--- config.mk ---
export PLATFORM = sky130hd
export DESIGN_NAME = fixed_point_to_decimal_digits_top
export DESIGN_NICKNAME = d
export VERILOG_FILES = /design/src/sv/fpd_pkg.sv /design/src/sv/fpd_scale.sv /design/src/sv/fpd_cell.sv /design/src/sv/fpd_count.sv /design/src/sv/fixed_point_to_decimal_digits_top.sv
export SDC_FILE = /design/constraint.sdc
export NUM_CORES = 2
export LEC_CHECK = 0
export ABC_CLOCK_PERIOD_IN_PS = 10800
export BUFFER_PORTS_ARGS = -buffer_cell sky130_fd_sc_hd__buf_2
export CAP_MARGIN = 20
export CORE_MARGIN = 4
export CORE_UTILIZATION = 45
export CTS_BUF_LIST = sky130_fd_sc_hd__clkbuf_16
export DETAILED_ROUTE_END_ITERATION = 7
export GPL_ROUTABILITY_DRIVEN = 0
export PLACE_DENSITY = 0.69
export SLEW_MARGIN = 0
export SYNTH_ARGS = -nofsm -noshare
export SYNTH_HDL_FRONTEND = slang
export SYNTH_SLANG_ARGS = --single-unit
--- constraint.sdc ---
create_clock -name i_clk -period 10.8 [get_ports i_clk]
set_input_delay 2.16 -clock i_clk [delete_from_list [all_inputs] [get_ports i_clk]]
set_output_delay 2.16 -clock i_clk [all_outputs]
set_load 0.01 [all_outputs]
--- src/sv/fpd_pkg.sv ---
package fpd_pkg;

    // Word layout
    localparam int WORD_W   = 32;
    localparam int INT_BITS = 24;
    localparam int FRAC_BITS = 7;
    localparam int SIGN_POS = INT_BITS + FRAC_BITS;

    // Decimal output sizes
    localparam int INT_DIGITS  = 8;
    localparam int FRAC_DIGITS = 7;
    localparam int BCD_W       = 4 * INT_DIGITS;
    localparam int FBCD_W      = 4 * FRAC_DIGITS;
    localparam int ICNT_W      = 4;
    localparam int FCNT_W      = 3;

    // Fraction scaling: floor(frac * 10^7 / 2^FRAC_BITS) always stays below 10^7
    localparam int                FVAL_BITS  = 24;
    localparam logic [FVAL_BITS-1:0] FRAC_SCALE = 24'd10000000;
    localparam int                PROD_W     = FRAC_BITS + FVAL_BITS;

    // One cell per binary bit of the wider of the two values
    localparam int STEPS   = (INT_BITS > FVAL_BITS) ? INT_BITS : FVAL_BITS;
    localparam int LATENCY = STEPS + 2;

    // Data handed from cell to cell
    typedef struct packed {
        logic             neg;
        logic [STEPS-1:0] ibin;
        logic [STEPS-1:0] fbin;
        logic [BCD_W-1:0] ibcd;
        logic [BCD_W-1:0] fbcd;
    } t_cell;

endpackage

--- src/sv/fpd_scale.sv ---
module fpd_scale (
    input  logic                       i_clk,
    input  logic                       i_rst_n,
    input  logic                       i_vld,
    input  logic [fpd_pkg::WORD_W-1:0] i_word,
    output logic                       o_vld,
    output fpd_pkg::t_cell             o_cell
);

    logic [fpd_pkg::WORD_W-1:0]     w_word;
    logic [fpd_pkg::FRAC_BITS-1:0]  w_frac;
    logic [fpd_pkg::INT_BITS-1:0]   w_ipart;
    logic [fpd_pkg::PROD_W-1:0]     w_prod;
    logic                           r_vld;
    fpd_pkg::t_cell                 r_cell;
    fpd_pkg::t_cell                 n_cell;

    // Split the word into sign, integer part and fraction
    assign w_word  = i_word;
    assign w_frac  = w_word[fpd_pkg::FRAC_BITS-1:0];
    assign w_ipart = w_word[fpd_pkg::FRAC_BITS +: fpd_pkg::INT_BITS];

    // Scale the fraction to seven decimal digits, truncated
    assign w_prod = fpd_pkg::PROD_W'(w_frac) * fpd_pkg::PROD_W'(fpd_pkg::FRAC_SCALE);

    always_comb begin
        n_cell      = '0;
        n_cell.neg  = w_word[fpd_pkg::SIGN_POS];
        n_cell.ibin = fpd_pkg::STEPS'(w_ipart);
        n_cell.fbin = fpd_pkg::STEPS'(w_prod[fpd_pkg::FRAC_BITS +: fpd_pkg::FVAL_BITS]);
    end

    // Valid flag
    always_ff @(posedge i_clk) begin
        if (!i_rst_n) begin
            r_vld <= 1'b0;
        end else begin
            r_vld <= i_vld;
        end
    end

    // Payload
    always_ff @(posedge i_clk) begin
        r_cell <= n_cell;
    end

    assign o_vld  = r_vld;
    assign o_cell = r_cell;

endmodule

--- src/sv/fpd_cell.sv ---
module fpd_cell (
    input  logic           i_clk,
    input  logic           i_rst_n,
    input  logic           i_vld,
    input  fpd_pkg::t_cell i_cell,
    output logic           o_vld,
    output fpd_pkg::t_cell o_cell
);

    logic [fpd_pkg::BCD_W-1:0] w_iadj;
    logic [fpd_pkg::BCD_W-1:0] w_fadj;
    logic                      r_vld;
    fpd_pkg::t_cell            r_cell;
    fpd_pkg::t_cell            n_cell;

    // Add three to every digit of five or more, then shift in the next bit
    always_comb begin
        w_iadj = i_cell.ibcd;
        w_fadj = i_cell.fbcd;
        for (int d = 0; d < fpd_pkg::INT_DIGITS; d++) begin
            if (i_cell.ibcd[4*d +: 4] >= 4'd5) begin
                w_iadj[4*d +: 4] = i_cell.ibcd[4*d +: 4] + 4'd3;
            end
            if (i_cell.fbcd[4*d +: 4] >= 4'd5) begin
                w_fadj[4*d +: 4] = i_cell.fbcd[4*d +: 4] + 4'd3;
            end
        end
        n_cell.neg  = i_cell.neg;
        n_cell.ibcd = {w_iadj[fpd_pkg::BCD_W-2:0], i_cell.ibin[fpd_pkg::STEPS-1]};
        n_cell.fbcd = {w_fadj[fpd_pkg::BCD_W-2:0], i_cell.fbin[fpd_pkg::STEPS-1]};
        n_cell.ibin = {i_cell.ibin[fpd_pkg::STEPS-2:0], 1'b0};
        n_cell.fbin = {i_cell.fbin[fpd_pkg::STEPS-2:0], 1'b0};
    end

    // Valid flag
    always_ff @(posedge i_clk) begin
        if (!i_rst_n) begin
            r_vld <= 1'b0;
        end else begin
            r_vld <= i_vld;
        end
    end

    // Payload
    always_ff @(posedge i_clk) begin
        r_cell <= n_cell;
    end

    assign o_vld  = r_vld;
    assign o_cell = r_cell;

endmodule

--- src/sv/fpd_count.sv ---
module fpd_count (
    input  logic                        i_clk,
    input  logic                        i_rst_n,
    input  logic                        i_vld,
    input  fpd_pkg::t_cell              i_cell,
    output logic                        o_valid,
    output logic                        o_negative,
    output logic [fpd_pkg::BCD_W-1:0]   o_integer_bcd,
    output logic [fpd_pkg::ICNT_W-1:0]  o_integer_digit_count,
    output logic [fpd_pkg::FBCD_W-1:0]  o_fraction_bcd,
    output logic [fpd_pkg::FCNT_W-1:0]  o_fraction_digit_count
);

    logic [fpd_pkg::FBCD_W-1:0] w_fbcd;
    logic [fpd_pkg::ICNT_W-1:0] n_icnt;
    logic [fpd_pkg::FCNT_W-1:0] n_fcnt;
    logic                       r_valid;
    logic                       r_neg;
    logic [fpd_pkg::BCD_W-1:0]  r_ibcd;
    logic [fpd_pkg::ICNT_W-1:0] r_icnt;
    logic [fpd_pkg::FBCD_W-1:0] r_fbcd;
    logic [fpd_pkg::FCNT_W-1:0] r_fcnt;

    assign w_fbcd = i_cell.fbcd[fpd_pkg::FBCD_W-1:0];

    // Count significant integer digits and kept fraction digits
    always_comb begin
        n_icnt = fpd_pkg::ICNT_W'(1);
        for (int i = 0; i < fpd_pkg::INT_DIGITS; i++) begin
            if (i_cell.ibcd[4*i +: 4] != 4'd0) begin
                n_icnt = fpd_pkg::ICNT_W'(i + 1);
            end
        end
        n_fcnt = fpd_pkg::FCNT_W'(1);
        for (int i = fpd_pkg::FRAC_DIGITS - 1; i >= 0; i--) begin
            if (w_fbcd[4*i +: 4] != 4'd0) begin
                n_fcnt = fpd_pkg::FCNT_W'(fpd_pkg::FRAC_DIGITS - i);
            end
        end
    end

    // Result strobe
    always_ff @(posedge i_clk) begin
        if (!i_rst_n) begin
            r_valid <= 1'b0;
        end else begin
            r_valid <= i_vld;
        end
    end

    // Result fields
    always_ff @(posedge i_clk) begin
        r_neg  <= i_cell.neg;
        r_ibcd <= i_cell.ibcd;
        r_icnt <= n_icnt;
        r_fbcd <= w_fbcd;
        r_fcnt <= n_fcnt;
    end

    assign o_valid                = r_valid;
    assign o_negative             = r_neg;
    assign o_integer_bcd          = r_ibcd;
    assign o_integer_digit_count  = r_icnt;
    assign o_fraction_bcd         = r_fbcd;
    assign o_fraction_digit_count = r_fcnt;

endmodule

--- src/sv/fixed_point_to_decimal_digits_top.sv ---
// Pipeline: one scaling stage, one shift-and-add-three cell per binary bit,
// one digit count stage, from an accepted start to the o_valid strobe.
// Throughput: one item every cycle; busy stays low, so start may be held high.
// The receiver cannot stall: each result is shown for one cycle only.
// Reset (i_rst_n low, synchronous) clears every stage's valid flag.
module fixed_point_to_decimal_digits_top (
    input  logic                        i_clk,
    input  logic                        i_rst_n,
    input  logic                        start,
    output logic                        busy,
    input  logic [fpd_pkg::WORD_W-1:0]  i_word,
    output logic                        o_valid,
    output logic                        o_negative,
    output logic [fpd_pkg::BCD_W-1:0]   o_integer_bcd,
    output logic [fpd_pkg::ICNT_W-1:0]  o_integer_digit_count,
    output logic [fpd_pkg::FBCD_W-1:0]  o_fraction_bcd,
    output logic [fpd_pkg::FCNT_W-1:0]  o_fraction_digit_count
);

    logic                  w_vld  [fpd_pkg::STEPS+1];
    fpd_pkg::t_cell        w_cell [fpd_pkg::STEPS+1];

    // Never hold off an item
    assign busy = 1'b0;

    // Split the word and scale the fraction
    fpd_scale u_scale (
        .i_clk   (i_clk),
        .i_rst_n (i_rst_n),
        .i_vld   (start && !busy),
        .i_word  (i_word),
        .o_vld   (w_vld[0]),
        .o_cell  (w_cell[0])
    );

    // Shift one bit of each value into the digits per cell
    for (genvar g = 0; g < fpd_pkg::STEPS; g++) begin : g_cell
        fpd_cell u_cell (
            .i_clk   (i_clk),
            .i_rst_n (i_rst_n),
            .i_vld   (w_vld[g]),
            .i_cell  (w_cell[g]),
            .o_vld   (w_vld[g+1]),
            .o_cell  (w_cell[g+1])
        );
    end

    // Count digits and register the result
    fpd_count u_count (
        .i_clk                  (i_clk),
        .i_rst_n                (i_rst_n),
        .i_vld                  (w_vld[fpd_pkg::STEPS]),
        .i_cell                 (w_cell[fpd_pkg::STEPS]),
        .o_valid                (o_valid),
        .o_negative             (o_negative),
        .o_integer_bcd          (o_integer_bcd),
        .o_integer_digit_count  (o_integer_digit_count),
        .o_fraction_bcd         (o_fraction_bcd),
        .o_fraction_digit_count (o_fraction_digit_count)
    );

`ifndef SYNTHESIS
    a_icnt_range: assert property (@(posedge i_clk) disable iff (!i_rst_n)
        o_valid |-> (o_integer_digit_count >= 4'd1 && o_integer_digit_count <= 4'd8))
        else $error("integer digit count out of range");

    a_fcnt_range: assert property (@(posedge i_clk) disable iff (!i_rst_n)
        o_valid |-> (o_fraction_digit_count != 3'd0))
        else $error("fraction digit count is zero");

    a_zero_int: assert property (@(posedge i_clk) disable iff (!i_rst_n)
        (o_valid && o_integer_bcd == '0) |-> (o_integer_digit_count == 4'd1))
        else $error("zero integer part must give one digit");

    a_lead_digit: assert property (@(posedge i_clk) disable iff (!i_rst_n)
        (o_valid && o_integer_digit_count > 4'd1) |->
            ((o_integer_bcd >> (4 * (o_integer_digit_count - 4'd1))) & 32'hF) != 32'd0)
        else $error("leading integer digit is zero");

    a_zero_frac: assert property (@(posedge i_clk) disable iff (!i_rst_n)
        (o_valid && o_fraction_bcd == '0) |-> (o_fraction_digit_count == 3'd1))
        else $error("zero fraction must give one digit");
`endif

endmodule

==> results.cfg <==
[timing]
fin_skew_ps = 18.2
hold_viol_final = 0
slew_headroom_pct = 65.2
period_needed_ps = 5180
holdWs_ps = 313
max_freq_mhz = 193
tns_ps = 0
setup_viol = 0
drv_slew = 0
worstMarginPinSlew_ps = 518
finalCritPeriodShare_pct = 48.0
grt_setup_unrepaired = false

[pwr]
power.share.sequential_pct = 47.4
cellPowerDensity_nw_per_um2 = 317
leakage_nw = 25.5
pwr-share-clk_pct = 27.8
p_comb_share_pct = 24.8
power.internal_w = 0.0123
irDropWorstVdd_mv = 0.144
p_sw_w = 0.00518
switching_share_pct = 29.6
power.total_w = 0.0175

[floorplan]
initial_core_util_pct = 45.6
io-pin-count = 105
die_h_um = 335
die_w_um = 335
dieArea_um2 = 112000
row_count = 119
core-area_um2 = 106000

[setup_path]
endpoint_kind = flop
startpoint_type = input port
criticalPathCategory = input port to flop
cpMostUsedCell = ha_1
critPathSlowestCell = o31ai_1
slowest_delay_ps = 490
crit_chain = buf_2, ha_1, inv_1, fa_1, inv_1, fa_1, ha_1, ha_1, nand3b_1, o211a_1, o31ai_1, a2111oi_0, a311oi_1
crit_fanout = 8
cp.arrival_ps = 5780
required_ps = 11400

[place]
io_buffers = 102
dp_cells = 5889
place_hpwl_um = 38400

[grt]
grt_pass1_vias = 25000
grt_remaining_overflow = 0
track_usage_pct = 10.2
grt_pass1_wl_um = 101000
grt_max_degree = 27
antenna_found_initial = 0

[status]
status = finished clean

[final_layout]
num_antenna_cells = 0
fin_cells = 6152
utilization_pct = 52.1
drive_above_1_share_pct = 6.45
synthToLayoutAreaGrowth_pct = 14.4
nFillCells = 9253
nets = 5103

[clock_network]
clock_path_buffers = 3
cts-hold-fix-buffers = 0
cts.sinks = 1480
htreeDepth = 4
postCtsSetupRepairBufs = 0
clk_pin_slew_ps = 60
cts_tree = done
clkLatencyLatePin_ps = 710
cts.root.buffer_cell = clkbuf_16
cts_resized = 0
cts_buffers = 148

[synth]
synth_edf_count = 0
yosysSeqAreaShare_pct = 61.5
synth.most_common_cell = dfxtp_1
synthArstFlopShare_pct = 0
synthesis.instances = 4401
yosys.area.top_type = dfxtp_1
synth_common_cells = dfxtp_1, nand2_1, ha_1
yosys-top-cells-area = dfxtp_1, ha_1, nand2_1
avgSynthCellArea_um2 = 10.9
netlist_area_um2 = 48200
ys.flop_type = dfxtp_1
yosys.area.top_type_share_pct = 61.5
ys_warn_count = 0
postSynthRegisterBits = 1480
synth.distinct_cells = 46

[detailed_routing]
routed_wl_um = 56200
drc_errors = 0
avgViaCountPerCell = 4.32
wl_per_cell_um = 9.13
num_vias = 26600
drtIter0Drc = 900
antenna_left = 0
firstDrtPassIters = 5

[min_path]
hp-class = flop to flop

[flow_run]
cap_violations = 0
-- layout make-up --
cell class / count / area (um2) / share of cell area, %
Clock buffer: 153 / 3830 / 6.95
Tap cell: 1391 / 1740 / 3.16
Inverter: 380 / 1430 / 2.59
Sequential cell: 1480 / 29600 / 53.8
Multi-Input combinational cell: 2536 / 17100 / 31.0
Timing Repair Buffer: 102 / 510 / 0.926
Clock inverter: 110 / 908 / 1.65
-- routing by layer --
metal	vias up	wire, um	GRT usage (%)
met1	11500	25200	11.5
met4	0	1960	4.94
met5	-	0	0
li1	14600	-	-
met3	158	2600	2.87
met2	319	26400	18.0
-- power by group through the flow --
stage / clock network (W) / logic [W] / registers (W)
final: 0.00486 / 0.00434 / 0.00829
after global routing: 0.00529 / 0.00514 / 0.00856
after CTS: 0.00506 / 0.00443 / 0.00831
after detailed placement: 0 / 0.00440 / 0.00843
after global placement: 0 / 0.00421 / 0.00837
after floorplan: 0 / 0.00360 / 0.00822
-- stage by stage --
stage          instance area (um2)  worst slack, ps
2_1_floorplan                48200             5510
3_3_place_gp                 50400             5110
3_5_place_dp                 50400             4940
4_1_cts                      55100             5740
5_1_grt                      55100             5520
6_report                     55100             5620
-- path summary, 6_finish.rpt --
path | startpoint | end | cells after the start | slack (ps)
max | i_word[5] | u_scale.o_cell[82]$_DFF_P_ | 13 | 5620
max reg2reg | g_cell[23].u_cell.o_cell[49]$_DFF_P_ | u_count.o_integer_digit_count[1]$_SDFF_PP0_ | 4 | 9460
min | g_cell[13].u_cell.o_cell[112]$_DFF_P_ | g_cell[14].u_cell.o_cell[112]$_DFF_P_ | 0 | 310
min reg2reg | g_cell[13].u_cell.o_cell[112]$_DFF_P_ | g_cell[14].u_cell.o_cell[112]$_DFF_P_ | 0 | 310
-- flip-flops by register name, indices dropped and copies added, names as in the netlist --
register and flops:
u_scale.o_vld 1, u_scale.o_cell 49, u_count.o_negative 1, u_count.o_integer_bcd 31, g_cell.u_cell.o_cell 1338, u_count.o_fraction_digit_count 3
u_count.o_integer_digit_count 4, u_count.o_fraction_bcd 28, u_count.o_valid 1, g_cell.u_cell.o_vld 24
-- cell usage in the layout, fill, tap and decap left out, types with 3 or more instances in the layout --
master	count
a21o_1	4
a21oi_1	195
and2_1	27
and3_1	3
buf_2	102
bufinv_16	14
clkbuf_16	153
clkinv_1	30
clkinv_2	14
dfxtp_1	1480
fa_1	15
ha_1	405
inv_1	417
inv_6	7
mux2i_1	160
nand2_1	628
nand2b_1	308
nand3_1	6
nand4_1	3
nor2_1	190
nor2b_1	6
nor4_1	4
o21a_1	9
o21ai_0	325
o21bai_1	3
o221ai_1	4
o22a_1	9
o22ai_1	3
or2_2	4
or3_1	6
or4_1	13
xnor2_1	177
xor2_1	7
-- logic make-up (layout without fill, tap and decap cells) --
logic type,Yosys count,in the layout,synth area share (%)
AO/OA/AOI/OAI,564,564,6.14
XOR/XNOR,184,184,3.35
adder cells (fa/ha/maj),420,420,11.1
buffers and inverters,386,745,3.03
flip-flops,1480,1480,61.5
multiplexers,160,160,3.33
other,1,2,0.00779
AND/OR/NAND/NOR,1206,1206,11.5
-- worst max-delay path, delay by kind of cell --
kind	cells	cell delay [ps]
AO/OA/AOI/OAI	4	1270
AND/OR/NAND/NOR	1	130
buffers and inverters	3	300
adder cells (fa/ha/maj)	5	1920
Power figures use the tool's default switching activity.
